===== src/hdl/accel_pitch_tilt_detector_assert.svh =====
// Assertion macros for the pitch-tilt detector controller.
// Each macro expects clk and arst_n to be visible in the module that uses it.
`ifndef ACCEL_PITCH_TILT_DETECTOR_ASSERT_SVH
`define ACCEL_PITCH_TILT_DETECTOR_ASSERT_SVH

// Consequent must hold in the same cycle as the antecedent.
`define APT_ASSERT_NOW(name, ante, cons, msg) \
	name: assert property (@(posedge clk) disable iff (!arst_n) (ante) |-> (cons)) \
		else $error(msg);

// Consequent must hold in the cycle after the antecedent.
`define APT_ASSERT_NEXT(name, ante, cons, msg) \
	name: assert property (@(posedge clk) disable iff (!arst_n) (ante) |=> (cons)) \
		else $error(msg);

`endif


===== src/hdl/apt_pkg.sv =====
`default_nettype none

package apt_pkg;

	// Field and datapath widths.
	localparam int unsigned ACC_W        = 16;
	localparam int unsigned ANGLE_W      = 17;
	localparam int unsigned ZONE_W       = 2;
	localparam int unsigned PITCH_W      = 16;
	localparam int unsigned SQ_W         = 32;
	localparam int unsigned ROOT_W       = 32;
	localparam int unsigned REM_W        = 36;
	localparam int unsigned VEC_W        = 35;
	localparam int unsigned ZACC_W       = 25;
	localparam int unsigned FRAC_W       = 16;
	localparam int unsigned CNT_W        = 5;
	localparam int unsigned ATAN_ENTRIES = 24;
	localparam int unsigned ROOT_STEPS   = 32;
	localparam int unsigned DATA_W       = 32;
	localparam int unsigned ADDR_W       = 3;

	// Pitch is clamped to +/-90 degrees, degrees times 256.
	localparam logic signed [PITCH_W-1:0] PITCH_LIMIT = 16'sd23040;

	// Threshold reset values: 45 and -30 degrees, times 256.
	localparam logic signed [ANGLE_W-1:0] UPPER_RESET = 17'sd11520;
	localparam logic signed [ANGLE_W-1:0] LOWER_RESET = -17'sd7680;

	// Request kinds.
	localparam logic REQ_CAL  = 1'b0;
	localparam logic REQ_MEAS = 1'b1;

	// Register index, taken from address bit 2.
	localparam logic REG_UPPER = 1'b0;
	localparam logic REG_LOWER = 1'b1;

	typedef enum logic [ZONE_W-1:0] {
		ZONE_LEVEL = 2'd0,
		ZONE_UP    = 2'd1,
		ZONE_DOWN  = 2'd2
	} zone_t;

	// Commands from the controller to the datapath.
	typedef struct packed {
		logic             load;
		logic             sq_y;
		logic             sq_z;
		logic             root_step;
		logic             rot_init;
		logic             rot_step;
		logic             round;
		logic             finish;
		logic [CNT_W-1:0] iter;
	} apt_cmd_t;

	// atan(2^-i) in degrees times 65536, rounded.
	function automatic logic signed [ZACC_W-1:0] atan_deg(input logic [CNT_W-1:0] i);
		logic signed [ZACC_W-1:0] v;
		begin
			case (i)
				5'd0:    v = 25'sd2949120;
				5'd1:    v = 25'sd1740967;
				5'd2:    v = 25'sd919879;
				5'd3:    v = 25'sd466945;
				5'd4:    v = 25'sd234379;
				5'd5:    v = 25'sd117304;
				5'd6:    v = 25'sd58666;
				5'd7:    v = 25'sd29335;
				5'd8:    v = 25'sd14668;
				5'd9:    v = 25'sd7334;
				5'd10:   v = 25'sd3667;
				5'd11:   v = 25'sd1833;
				5'd12:   v = 25'sd917;
				5'd13:   v = 25'sd458;
				5'd14:   v = 25'sd229;
				5'd15:   v = 25'sd115;
				5'd16:   v = 25'sd57;
				5'd17:   v = 25'sd29;
				5'd18:   v = 25'sd14;
				5'd19:   v = 25'sd7;
				5'd20:   v = 25'sd4;
				5'd21:   v = 25'sd2;
				5'd22:   v = 25'sd1;
				default: v = 25'sd0;
			endcase
			return v;
		end
	endfunction

endpackage

`default_nettype wire


===== src/hdl/apt_regs.sv =====
`default_nettype none

module apt_regs (
	input  wire logic                                      clk,
	input  wire logic                                      arst_n,
	input  wire logic                                      psel,
	input  wire logic                                      penable,
	input  wire logic                                      pwrite,
	input  wire logic [apt_pkg::ADDR_W-1:0]                paddr,
	input  wire logic [apt_pkg::DATA_W-1:0]                pwdata,
	output logic      [apt_pkg::DATA_W-1:0]                prdata,
	output logic                                           pready,
	output logic signed [apt_pkg::ANGLE_W-1:0]             upper,
	output logic signed [apt_pkg::ANGLE_W-1:0]             lower
);

	logic signed [apt_pkg::ANGLE_W-1:0] upper_q;
	logic signed [apt_pkg::ANGLE_W-1:0] lower_q;
	logic                               wr_en;
	logic signed [apt_pkg::ANGLE_W-1:0] rd_val;

	assign pready = 1'b1;
	assign wr_en  = psel & penable & pwrite;

	always_ff @(posedge clk or negedge arst_n) begin
		if (!arst_n) begin
			upper_q <= apt_pkg::UPPER_RESET;
			lower_q <= apt_pkg::LOWER_RESET;
		end else if (wr_en) begin
			unique case (paddr[2])
				apt_pkg::REG_UPPER: upper_q <= pwdata[apt_pkg::ANGLE_W-1:0];
				apt_pkg::REG_LOWER: lower_q <= pwdata[apt_pkg::ANGLE_W-1:0];
				default:            upper_q <= upper_q;
			endcase
		end
	end

	always_comb begin
		unique case (paddr[2])
			apt_pkg::REG_UPPER: rd_val = upper_q;
			apt_pkg::REG_LOWER: rd_val = lower_q;
			default:            rd_val = upper_q;
		endcase
	end

	// Read data is the register sign-extended to the bus width.
	assign prdata = {{(apt_pkg::DATA_W-apt_pkg::ANGLE_W){rd_val[apt_pkg::ANGLE_W-1]}}, rd_val};
	assign upper  = upper_q;
	assign lower  = lower_q;

endmodule

`default_nettype wire


===== src/hdl/apt_dp.sv =====
`default_nettype none

module apt_dp (
	input  wire logic                                 clk,
	input  wire logic                                 arst_n,
	input  wire apt_pkg::apt_cmd_t                    cmd,
	input  wire logic                                 req_type,
	input  wire logic signed [apt_pkg::ACC_W-1:0]     acc_x,
	input  wire logic signed [apt_pkg::ACC_W-1:0]     acc_y,
	input  wire logic signed [apt_pkg::ACC_W-1:0]     acc_z,
	input  wire logic signed [apt_pkg::ANGLE_W-1:0]   upper_threshold,
	input  wire logic signed [apt_pkg::ANGLE_W-1:0]   lower_threshold,
	output logic signed [apt_pkg::ANGLE_W-1:0]        angle,
	output apt_pkg::zone_t                            zone
);

	localparam int unsigned AW = apt_pkg::ACC_W;
	localparam int unsigned VW = apt_pkg::VEC_W;
	localparam int unsigned ZW = apt_pkg::ZACC_W;
	localparam int unsigned PW = apt_pkg::PITCH_W;
	localparam int unsigned NW = apt_pkg::ANGLE_W;

	localparam logic signed [ZW-1:0] RND_HALF = 25'sd128;
	localparam logic signed [ZW-1:0] LIM_HI   =
		{{(ZW-PW){apt_pkg::PITCH_LIMIT[PW-1]}}, apt_pkg::PITCH_LIMIT};
	localparam logic signed [ZW-1:0] LIM_LO   = -LIM_HI;

	// Captured sample.
	logic                               req_q;
	logic signed [AW-1:0]               ax_q;
	logic signed [AW-1:0]               ay_q;
	logic signed [AW-1:0]               az_q;

	// Sum of squares and square root state.
	logic        [apt_pkg::SQ_W-1:0]    sq_q;
	logic        [apt_pkg::SQ_W-1:0]    rad_q;
	logic        [apt_pkg::ROOT_W-1:0]  root_q;
	logic        [apt_pkg::REM_W-1:0]   rem_q;

	// CORDIC vector and angle accumulator.
	logic signed [VW-1:0]               cx_q;
	logic signed [VW-1:0]               cy_q;
	logic signed [ZW-1:0]               cz_q;

	logic signed [PW-1:0]               pitch_q;
	logic signed [PW-1:0]               offset_q;
	logic signed [NW-1:0]               angle_q;
	apt_pkg::zone_t                     zone_q;

	logic signed [AW-1:0]               mul_op;
	logic signed [2*AW-1:0]             prod;
	logic        [apt_pkg::SQ_W-1:0]    sq_sum;
	logic        [apt_pkg::REM_W-1:0]   rem_sh;
	logic        [apt_pkg::REM_W-1:0]   trial;
	logic                               root_ge;
	logic signed [VW-1:0]               dx;
	logic signed [VW-1:0]               dy;
	logic signed [ZW-1:0]               step_ang;
	logic signed [ZW-1:0]               z_sum;
	logic signed [ZW-1:0]               z_rnd;
	logic signed [PW-1:0]               pitch_n;
	logic signed [NW-1:0]               pitch_ext;
	logic signed [NW-1:0]               offset_ext;
	logic signed [NW-1:0]               rel_angle;

	// One shared multiplier squares Y, then Z.
	assign mul_op = cmd.sq_y ? ay_q : az_q;
	assign prod   = mul_op * mul_op;
	assign sq_sum = sq_q + prod;

	// Restoring square root, one result bit per step.
	assign rem_sh  = {rem_q[apt_pkg::REM_W-3:0], rad_q[apt_pkg::SQ_W-1 -: 2]};
	assign trial   = {{(apt_pkg::REM_W-apt_pkg::ROOT_W-2){1'b0}}, root_q, 2'b01};
	assign root_ge = rem_sh >= trial;

	assign dx       = cy_q >>> cmd.iter;
	assign dy       = cx_q >>> cmd.iter;
	assign step_ang = apt_pkg::atan_deg(cmd.iter);

	// Round half up to degrees times 256.
	assign z_sum = cz_q + RND_HALF;
	assign z_rnd = z_sum >>> 8;

	always_comb begin
		priority if (ax_q == '0) begin
			pitch_n = '0;
		end else if (sq_q == '0) begin
			pitch_n = ax_q[AW-1] ? -apt_pkg::PITCH_LIMIT : apt_pkg::PITCH_LIMIT;
		end else if (z_rnd > LIM_HI) begin
			pitch_n = apt_pkg::PITCH_LIMIT;
		end else if (z_rnd < LIM_LO) begin
			pitch_n = -apt_pkg::PITCH_LIMIT;
		end else begin
			pitch_n = z_rnd[PW-1:0];
		end
	end

	assign pitch_ext  = {pitch_q[PW-1], pitch_q};
	assign offset_ext = {offset_q[PW-1], offset_q};
	assign rel_angle  = pitch_ext - offset_ext;

	always_ff @(posedge clk) begin
		if (cmd.load) begin
			req_q <= req_type;
			ax_q  <= acc_x;
			ay_q  <= acc_y;
			az_q  <= acc_z;
		end
		if (cmd.sq_y) begin
			sq_q <= prod;
		end
		if (cmd.sq_z) begin
			sq_q   <= sq_sum;
			rad_q  <= sq_sum;
			root_q <= '0;
			rem_q  <= '0;
		end
		if (cmd.root_step) begin
			rad_q  <= {rad_q[apt_pkg::SQ_W-3:0], 2'b00};
			root_q <= {root_q[apt_pkg::ROOT_W-2:0], root_ge};
			rem_q  <= root_ge ? rem_sh - trial : rem_sh;
		end
		if (cmd.rot_init) begin
			cx_q <= {{(VW-apt_pkg::ROOT_W){1'b0}}, root_q};
			cy_q <= {{(VW-AW-apt_pkg::FRAC_W){ax_q[AW-1]}}, ax_q, {apt_pkg::FRAC_W{1'b0}}};
			cz_q <= '0;
		end
		if (cmd.rot_step) begin
			// A residual of zero counts as non-negative.
			if (!cy_q[VW-1]) begin
				cx_q <= cx_q + dx;
				cy_q <= cy_q - dy;
				cz_q <= cz_q + step_ang;
			end else begin
				cx_q <= cx_q - dx;
				cy_q <= cy_q + dy;
				cz_q <= cz_q - step_ang;
			end
		end
		if (cmd.round) begin
			pitch_q <= pitch_n;
		end
		if (cmd.finish) begin
			if (req_q == apt_pkg::REQ_CAL) begin
				angle_q <= pitch_ext;
				zone_q  <= apt_pkg::ZONE_LEVEL;
			end else begin
				angle_q <= rel_angle;
				// Upper is tested first, so an inverted pair reports tilt-up when both hold.
				priority if (rel_angle > upper_threshold) begin
					zone_q <= apt_pkg::ZONE_UP;
				end else if (rel_angle < lower_threshold) begin
					zone_q <= apt_pkg::ZONE_DOWN;
				end else begin
					zone_q <= apt_pkg::ZONE_LEVEL;
				end
			end
		end
	end

	always_ff @(posedge clk or negedge arst_n) begin
		if (!arst_n) begin
			offset_q <= '0;
		end else if (cmd.finish && req_q == apt_pkg::REQ_CAL) begin
			offset_q <= pitch_q;
		end
	end

	assign angle = angle_q;
	assign zone  = zone_q;

endmodule

`default_nettype wire


===== src/hdl/apt_ctrl.sv =====
`default_nettype none

`include "accel_pitch_tilt_detector_assert.svh"

module apt_ctrl #(
	parameter int unsigned CORDIC_STEPS = 16
) (
	input  wire logic          clk,
	input  wire logic          arst_n,
	input  wire logic          s_tvalid,
	output logic               s_tready,
	output logic               m_tvalid,
	input  wire logic          m_tready,
	output apt_pkg::apt_cmd_t  cmd
);

	localparam int unsigned ROT_STEPS = (CORDIC_STEPS < apt_pkg::ATAN_ENTRIES) ?
		CORDIC_STEPS : apt_pkg::ATAN_ENTRIES;
	localparam logic [apt_pkg::CNT_W-1:0] ROT_LAST  = apt_pkg::CNT_W'(ROT_STEPS - 1);
	localparam logic [apt_pkg::CNT_W-1:0] ROOT_LAST =
		apt_pkg::CNT_W'(apt_pkg::ROOT_STEPS - 1);

	typedef enum logic [2:0] {
		ST_IDLE,
		ST_SQ_Y,
		ST_SQ_Z,
		ST_ROOT,
		ST_INIT,
		ST_ROT,
		ST_RND,
		ST_DONE
	} state_t;

	state_t                     state_q;
	logic [apt_pkg::CNT_W-1:0]  cnt_q;
	logic                       m_valid_q;
	logic                       out_free;

	assign out_free = !m_valid_q || m_tready;

	always_ff @(posedge clk or negedge arst_n) begin
		if (!arst_n) begin
			state_q   <= ST_IDLE;
			cnt_q     <= '0;
			m_valid_q <= 1'b0;
		end else begin
			if (state_q == ST_DONE && out_free) begin
				m_valid_q <= 1'b1;
			end else if (m_tready) begin
				m_valid_q <= 1'b0;
			end
			unique case (state_q)
				ST_IDLE: begin
					if (s_tvalid) begin
						state_q <= ST_SQ_Y;
					end
				end
				ST_SQ_Y: begin
					state_q <= ST_SQ_Z;
				end
				ST_SQ_Z: begin
					cnt_q   <= '0;
					state_q <= ST_ROOT;
				end
				ST_ROOT: begin
					cnt_q <= cnt_q + 1'b1;
					if (cnt_q == ROOT_LAST) begin
						state_q <= ST_INIT;
					end
				end
				ST_INIT: begin
					cnt_q   <= '0;
					state_q <= ST_ROT;
				end
				ST_ROT: begin
					cnt_q <= cnt_q + 1'b1;
					if (cnt_q == ROT_LAST) begin
						state_q <= ST_RND;
					end
				end
				ST_RND: begin
					state_q <= ST_DONE;
				end
				ST_DONE: begin
					if (out_free) begin
						state_q <= ST_IDLE;
					end
				end
				default: begin
					state_q <= ST_IDLE;
				end
			endcase
		end
	end

	always_comb begin
		cmd      = '0;
		cmd.iter = cnt_q;
		unique case (state_q)
			ST_IDLE: cmd.load      = s_tvalid;
			ST_SQ_Y: cmd.sq_y      = 1'b1;
			ST_SQ_Z: cmd.sq_z      = 1'b1;
			ST_ROOT: cmd.root_step = 1'b1;
			ST_INIT: cmd.rot_init  = 1'b1;
			ST_ROT:  cmd.rot_step  = 1'b1;
			ST_RND:  cmd.round     = 1'b1;
			ST_DONE: cmd.finish    = out_free;
			default: cmd.load      = 1'b0;
		endcase
	end

	assign s_tready = (state_q == ST_IDLE);
	assign m_tvalid = m_valid_q;

	`APT_ASSERT_NEXT(a_accept_starts, s_tvalid && s_tready, state_q == ST_SQ_Y, "accepted word did not start the square step")
	`APT_ASSERT_NOW(a_finish_slot_free, cmd.finish, !m_valid_q || m_tready, "result written over an untaken word")
	`APT_ASSERT_NEXT(a_finish_shows, cmd.finish, m_tvalid && state_q == ST_IDLE, "finished result not presented")
	`APT_ASSERT_NOW(a_rot_in_range, state_q == ST_ROT, cnt_q <= ROT_LAST, "rotation index past the table")

endmodule

`default_nettype wire


===== src/hdl/accel_pitch_tilt_detector.sv =====
// Accelerometer pitch-tilt detector. Each input word carries one three-axis sample and a request
// kind; the block returns one word with the pitch angle atan2(X, sqrt(Y*Y+Z*Z)) in degrees times
// 256, clamped to +/-90 degrees, and a zone code. A calibrate request stores the absolute pitch
// as the zero offset and returns it with zone level; a measure request returns pitch minus the
// stored offset and reports tilt-up when that is strictly above the upper threshold, else
// tilt-down when strictly below the lower threshold, else level. A sample with X equal to zero
// gives zero; a sample with only X nonzero gives exactly plus or minus 90 degrees. The block
// works on one word at a time and takes no new word until the last result has entered the
// output register. It loads the sample, squares Y and Z in turn on one shared multiplier,
// takes the square root of the sum in 32 steps at one result bit per cycle, runs the CORDIC
// rotation at one iteration per cycle, then rounds and classifies. The result sits in an
// output register, so a word that waits to be taken does not hold up the computation of the
// next one; only a second finished result waits for it. The user must write the two thresholds
// over the register port only while the block is idle; the block does not enforce this. Upper
// is at address 0 and lower at address 4, as signed 17-bit values in degrees times 256.

`default_nettype none

module accel_pitch_tilt_detector #(
	parameter int unsigned CORDIC_STEPS = 16
) (
	input  wire logic                          clk,
	input  wire logic                          arst_n,
	// Sample input.
	input  wire logic                          s_tvalid,
	output logic                               s_tready,
	input  wire logic [47:0]                   s_tdata,  // acc_x[15:0], acc_y[31:16], acc_z[47:32]
	input  wire logic                          s_tuser,  // req_type[0]
	// Result output.
	output logic                               m_tvalid,
	input  wire logic                          m_tready,
	output logic [23:0]                        m_tdata,  // angle[16:0], zone[18:17], zeros above
	// Register port.
	input  wire logic                          psel,
	input  wire logic                          penable,
	input  wire logic                          pwrite,
	input  wire logic [apt_pkg::ADDR_W-1:0]    paddr,
	input  wire logic [apt_pkg::DATA_W-1:0]    pwdata,
	output logic      [apt_pkg::DATA_W-1:0]    prdata,
	output logic                               pready
);

	apt_pkg::apt_cmd_t                       cmd;
	logic signed [apt_pkg::ANGLE_W-1:0]      upper_threshold;
	logic signed [apt_pkg::ANGLE_W-1:0]      lower_threshold;
	logic signed [apt_pkg::ANGLE_W-1:0]      angle;
	apt_pkg::zone_t                          zone;

	apt_regs u_regs (
		.clk     (clk),
		.arst_n  (arst_n),
		.psel    (psel),
		.penable (penable),
		.pwrite  (pwrite),
		.paddr   (paddr),
		.pwdata  (pwdata),
		.prdata  (prdata),
		.pready  (pready),
		.upper   (upper_threshold),
		.lower   (lower_threshold)
	);

	// Sequencer: square, root, rotate, round, then hand the result to the output register.
	apt_ctrl #(
		.CORDIC_STEPS (CORDIC_STEPS)
	) u_ctrl (
		.clk      (clk),
		.arst_n   (arst_n),
		.s_tvalid (s_tvalid),
		.s_tready (s_tready),
		.m_tvalid (m_tvalid),
		.m_tready (m_tready),
		.cmd      (cmd)
	);

	// Datapath: multiplier, square root, CORDIC vectoring, offset and threshold compare.
	apt_dp u_dp (
		.clk             (clk),
		.arst_n          (arst_n),
		.cmd             (cmd),
		.req_type        (s_tuser),
		.acc_x           (s_tdata[15:0]),
		.acc_y           (s_tdata[31:16]),
		.acc_z           (s_tdata[47:32]),
		.upper_threshold (upper_threshold),
		.lower_threshold (lower_threshold),
		.angle           (angle),
		.zone            (zone)
	);

	assign m_tdata = {5'b0, zone, angle};

endmodule

`default_nettype wire


===== config.mk =====
export PLATFORM = sky130hd
export DESIGN_NAME = accel_pitch_tilt_detector
export DESIGN_NICKNAME = d
export VERILOG_FILES = /design/src/hdl/apt_pkg.sv /design/src/hdl/apt_regs.sv /design/src/hdl/apt_dp.sv /design/src/hdl/apt_ctrl.sv /design/src/hdl/accel_pitch_tilt_detector.sv
export VERILOG_INCLUDE_DIRS = /design/src /design/src/hdl
export SDC_FILE = /design/constraint.sdc
export NUM_CORES = 2
export LEC_CHECK = 0
export BUFFER_PORTS_ARGS = -buffer_cell sky130_fd_sc_hd__buf_2
export CAP_MARGIN = 25
export CORE_AREA = 5 5 410 412
export CTS_CLUSTER_SIZE = 16
export DETAILED_ROUTE_END_ITERATION = 10
export DIE_AREA = 0 0 415 417
export HOLD_SLACK_MARGIN = 0.15
export PLACE_DENSITY = 0.49
export SYNTH_ARGS = -nofsm -noshare
export SYNTH_HDL_FRONTEND = slang
export SYNTH_SLANG_ARGS = --single-unit

===== constraint.sdc =====
create_clock -name clk -period 11.3 [get_ports clk]
set_clock_uncertainty 0.05 [all_clocks]
set_input_delay 0 -clock clk [delete_from_list [all_inputs] [get_ports clk]]
set_output_delay 0 -clock clk [all_outputs]
set_load 0.1 [all_outputs]

### Yosys cells after proc, flatten, opt, wreduce, memory -nomap -nowiden

Memories as Yosys holds them, arrays and structs flattened.
Cells that the tools add are included.

| word-level totals | value |
|---|---|
| register bits | 368 |
| latch bits | 0 |
| memory bits (writable) | 0 |
| ROM bits | 704 |
| input bits | 91 |
| output and inout port bits | 59 |
| logic and storage cells | 120 |
| memories kept | 1 |

| cells by class | value |
|---|---|
| $add $sub $neg | 11 |
| multipliers | 1 |
| div/mod/pow operators | 0 |
| $lt $le $gt $ge | 5 |
| equality and inequality tests | 13 |
| shift operators | 2 |
| mux-type cells | 43 |
| bitwise gates (word level) | 4 |
| reductions and logical operators | 18 |

Memory list:

| memory | depth | width | rd ports | clocked after Yosys merged registers in | write ports | line | RTL |
|---|---|---|---|---|---|---|---|
| (name not given) | 32 | 22 | 1 | 0 | 0 | apt_pkg.sv:60 | `case (i)` |

Operators with widths:

| cell | number |
|---|---|
| $mux W35 | 6 |
| $mux W32 | 6 |
| $mux W34 | 3 |
| $mux W16 | 5 |
| $mux W25 | 3 |
| $add A35 B35 Y35 | 2 |
| $sshr A35 B5 Y35 | 2 |
| $sub A35 B35 Y35 | 2 |
| $ge A36 B34 Y1 | 1 |
| $pmux W17 S2 | 1 |
| $sub A34 B34 Y34 | 1 |
| $add A32 B32 Y32 | 1 |
| $logic_not A32 Y1 | 1 |
| $mul A16 B16 Y32 | 1 |
| $add A25 B25 Y25 | 1 |
| $add A25 B9 Y25 const B | 1 |
| $sub A25 B25 Y25 | 1 |
| $pmux W3 S8 | 1 |
| $gt A17 B16 Y1 const B | 1 |
| $gt A17 B17 Y1 | 1 |
| $lt A17 B16 Y1 const B | 1 |
| $lt A17 B17 Y1 | 1 |
| $mux W17 | 1 |
| $sub A16 B16 Y17 | 1 |
| other kinds (23) | 52 |

### Logic depth before layout (Yosys ltp)

| logic depth | value |
|---|---|
| depth after elaboration | 7 |
| depth in mapped cells | 41 |
| gate-level depth less buffers | 39 |

### Hierarchy

From an unflattened synthesis, not the netlist that was laid out.

| unflattened totals | value |
|---|---|
| cells, all modules | 4,325 |
| area, all modules | 41,006.8 µm² |

By module, submodules not included:

| module | times used | cells an instance | area an instance (µm²) | sequential area each (µm²) |
|---|---|---|---|---|
| apt_dp | 1 | 4,150 | 38,670.8 | 9,659.3 |
| apt_regs | 1 | 108 | 1,681.6 | 862.1 |
| apt_ctrl | 1 | 61 | 613.1 | 225.2 |
| accel_pitch_tilt_detector | 1 | 6 | 41.3 | 0.0 |

### Worst setup path before layout

Ideal clock, no wire load.

| timing path | value |
|---|---|
| kind | register -> register |
| start | register u_ctrl.state_q[1] |
| end | register u_dp.rad_q[30] in the netlist's numbering (data pin) |
| setup time | 0.261 ns |
| arrival time | 9.251 ns |
| data required time | 10.989 ns |
| slack | 1.738 ns |
| cell stages (with the launch flop) | 37 |
| buffers on the path | 3 |
| period minus slack after synthesis | 9.562 ns |
| cell sequence | dfrtp_1 inv_1 ha_1 nand2b_1 clkbuf_1 clkbuf_1 mux2_2 clkbuf_1 nand2_1 inv_1 fa_1 inv_1 fa_1 inv_1 fa_1 fa_1 fa_1 inv_1 fa_1 inv_1 ha_1 nand2_1 nor2_1 nand2_1 nor3_1 a211oi_1 o21ai_0 a22o_1 o21ai_0 xnor2_1 ha_1 a21o_1 or3_1 or3_1 a31oi_1 o21ai_0 a221o_1 |

| on the way | value |
|---|---|
| word-level cells in the longest chain between the ends | 7 |
| elaborated cells on any way between the ends | 9 |
| classes of those cells | add/sub: 1; mul: 1; eq/ne: 2; mux: 5 |

RTL lines:

| item | line | RTL |
|---|---|---|
| start, declared | apt_ctrl.sv:34 | `state_t state_q;` |
| start signal, assigned | apt_ctrl.sv:43 | `state_q <= ST_IDLE;` |
| start signal, assigned | apt_ctrl.sv:55 | `state_q <= ST_SQ_Y;` |
| start signal, assigned | apt_ctrl.sv:59 | `state_q <= ST_SQ_Z;` |
| $eq A3 B1 Y1 | apt_ctrl.sv:99 | `unique case (state_q)` |
| $mux W1 | apt_ctrl.sv:99 |  |
| $mux W16 | apt_dp.sv:67 | `assign mul_op = cmd.sq_y ? ay_q : az_q;` |
| $mul A16 B16 Y32 | apt_dp.sv:68 | `assign prod = mul_op * mul_op;` |
| $add A32 B32 Y32 | apt_dp.sv:69 | `assign sq_sum = sq_q + prod;` |
| $mux W32 | apt_dp.sv:112 | `if (cmd.sq_z) begin` |
| $mux W32 * | apt_dp.sv:118 | `if (cmd.root_step) begin` |
| end signal, assigned | apt_dp.sv:114 | `rad_q <= sq_sum;` |
| end signal, assigned | apt_dp.sv:119 | `rad_q <= {rad_q[apt_pkg::SQ_W-3:0], 2'b00};` |
| end, declared | apt_dp.sv:36 | `logic [apt_pkg::SQ_W-1:0] rad_q;` |

Mark *: on every way between the ends. The rest lies on a longest branch, timed or not. The select of a mux whose other input is x is not followed.
A chain may end at the register's enable or synchronous reset.

### Final worst setup path

Ends and elaborated chain as after synthesis.

==> results.py <==
metrics = {
    "run_status": {
        "outcome": "finished clean",
    },
    "layout": {
        "fin_cells": 6766,
        "syn_to_final_growth_pct": 14.6,
        "n_antenna_cell": 0,
        "final_cell_mix": "inv_1 (498), nand2_1 (431), nor2_1 (367)",
        "nFillCells": 17553,
        "nets": 5177,
        "fin_util_pct": 28.5,
        "final_common_cell": "inv_1",
        "drive_gt1_share_pct": 11.0,
        "design_area_mm2": 0.0467,
    },
    "sta": {
        "slew_headroom_pct": 24.9,
        "finalSetupViolCount": 0,
        "fin_crit_ns": 10.36,
        "fmax_mhz": 96.6,
        "slew_viol_final": 0,
        "setup_ws_ns": 0.945,
        "period_share_pct": 91.6,
        "tightest_slew_ns": 1.13,
        "hold_viol": 0,
        "hold-worst-slack_ns": 0.235,
        "rsz0062_at_grt": "false",
        "fin_setup_tns_ns": 0,
    },
    "routing": {
        "drt_first_pass_iters": 6,
        "wire_per_inst_um": 17.6,
        "vias": 32757,
        "vias_per_cell": 4.84,
        "drt_iter0_markers": 2308,
        "wirelength_um": 119000,
        "post-route-drc-count": 0,
        "ant_nets": 0,
    },
    "power": {
        "powerDensity_mw_per_mm2": 76.6,
        "combPwrFrac_pct": 10.7,
        "intPower_mw": 2.58,
        "clkPwrFrac_pct": 47.3,
        "finalPower_mw": 3.58,
        "p_leak_nw": 19.3,
        "p_seq_share_pct": 42.0,
        "p_sw_mw": 1.00,
        "max-vdd-ir-drop_mv": 0.113,
        "switching_share_pct": 28.0,
    },
    "global_route": {
        "first_global_vias": 32749,
        "grt_util_all_layers_pct": 13.3,
        "grt_max_degree": 100,
        "antenna_found_initial": 0,
        "grt-ovfl-total": 0,
        "grt_pass1_wl_um": 187000,
    },
    "worst_setup_path": {
        "crit_arrival_ns": 10.68,
        "crit_type": "reg -> reg",
        "start_kind": "register",
        "cpPeakStageDelay_ns": 0.54,
        "cpLargestDelayFamily": "adder cells",
        "cp_max_fo": 19,
        "reg2reg_from": "u_ctrl.state_q[1]",
        "cp_slowest_cell": "fa_1",
        "cp-end-kind": "register",
        "required_ns": 11.63,
        "crit_start": "u_ctrl.state_q[1]",
        "cp_num_buf_inv": 7,
    },
    "clock_network": {
        "clock-sinks": 368,
        "numCtsBuffers": 48,
        "cts_tree": "yes",
        "path_clk_slew_ns": 0.06,
        "clk_latency_ns": 0.66,
        "root_buffer": "clkbuf_16",
        "ctsHtreeMaxLevel": 2,
        "cts_setup_buffers": 0,
        "cts_buffer_depth": 3,
    },
    "die": {
        "core-area_mm2": 0.164,
        "die_area_mm2": 0.173,
        "ios": 150,
        "dieHeight_um": 417,
        "die_w_um": 415,
        "rows": 149,
        "initial_core_util_pct": 24.8,
    },
    "synth": {
        "yosysTopAreaCell": "edfxtp_1",
        "async_flop_share_pct": 16.0,
        "synth_flop_cell": "edfxtp_1",
        "syn_area_per_cell_um2": 9.35,
        "synthTopCellsByArea": "edfxtp_1 (23%), fa_1 (12%), ha_1 (9.5%)",
        "yosysWarnings": 0,
        "ys_types": 105,
        "ys_ff_latch": 368,
        "synth_top_area_share_pct": 22.6,
        "ys_seq_area_share_pct": 26.4,
        "synth_cells": 4360,
        "syn_area_mm2": 0.0408,
        "synth-edff-count": 307,
    },
    "placed_design": {
        "port_buffers": 126,
        "placed_cells": 6534,
        "hpwl_um": 90900,
        "place_congestion": 0.955,
        "dpl_cell_area_mm2": 0.0436,
        "place_worst_setup_slack_ns": 0.992,
    },
    "hold_path": {
        "min_from": "m_tready",
        "hp-class": "in -> reg",
    },
    "run": {
        "maxCapViolCount": 0,
    },
}
cell type report:
cell class / count / area, um^2 / share of cell area, %
Sequential cell: 368 / 10800 / 23.0
Timing Repair Buffer: 325 / 2520 / 5.40
Multi-Input combinational cell: 3291 / 27100 / 58.0
Clock inverter: 36 / 492 / 1.05
Inverter: 503 / 1890 / 4.04
Clock buffer: 54 / 1220 / 2.62
Tap cell: 2189 / 2740 / 5.86
layer usage:
layer	global-route usage, %	wire length (um)	vias up
li1	-	-	15759
met1	17.2	51700	16125
met2	23.6	59000	698
met3	1.51	4680	175
met4	3.90	3440	0
met5	0	0	-
flip-flops by register name, indices dropped and copies added (netlist names), 25 cells and up:
| signal | cells |
|---|---|
| u_dp.sq_q | 32 |
| u_dp.cx_q | 35 |
| u_dp.rem_q | 34 |
| u_dp.cy_q | 35 |
| u_dp.root_q | 32 |
| u_dp.rad_q | 32 |
| u_dp.cz_q | 25 |
path summary, 6_finish.rpt:
kind	to	slack (ns)	cells past startpoint
setup / recovery	u_dp.rad_q[30]	0.94	34
hold reg to reg	u_dp.rad_q[0]	0.40	2
hold / removal	u_ctrl.m_tvalid	0.24	4
max in group asynchronous	u_ctrl.cnt_q[2]	9.97	4
setup reg to reg	u_dp.rad_q[30]	0.94	34
min in group asynchronous	u_regs.lower[0]	0.56	4
kinds of logic after synthesis:
family	share of synthesized area, %
AND/OR/NAND/NOR	13.8
AO/OA/AOI/OAI	15.7
buffers and inverters	7.34
adder cells (fa/ha/maj)	21.3
flip-flops	26.4
XOR/XNOR	5.69
multiplexers	9.80
other	0.0184
power groups by stage:
stage	Combinational, mW	Sequential, mW	Clock (mW)
detailed placement	0.347	1.53	0
global route	0.410	1.51	1.80
finish	0.384	1.50	1.69
CTS	0.387	1.50	1.76
global placement	0.345	1.53	0
floorplan	0.297	1.53	0
what timing repair did:
item / 4_1_cts / 5_1_grt
gates resized for setup: 0 / 0
hold endpoints to repair: 180 / 0
hold buffers: 142 / 0
Yosys cell counts, types with 26 or more instances:
library cell,instances
o21a_1,56
fa_1,241
buf_2,27
o31ai_1,26
a21o_1,83
a31oi_1,44
edfxtp_1,307
xnor2_1,172
nor4_1,26
mux4_2,84
o21ai_0,246
buf_4,36
mux2_2,84
xor2_1,90
and3_1,31
a21oi_1,252
ha_1,308
nand4_1,32
inv_1,498
nor2_1,368
nor3_1,54
a211oi_1,44
and2_1,32
clkbuf_1,99
nand3_1,73
nand2_1,433
dfrtp_1,50
mux2i_1,77
nand2b_1,49
nor2b_1,35
o21bai_1,29
worst register-to-register path: cells and delay by family (launching register included):
family / cells / cell delay [ns]
buf+inv: 7 / 0.91
fa+ha+maj: 9 / 4.08
flops: 1 / 0.40
simple gates: 6 / 1.53
xor+xnor: 2 / 0.35
mux: 1 / 0.54
compound gates: 9 / 2.22
Power figures use the tool's default switching activity.
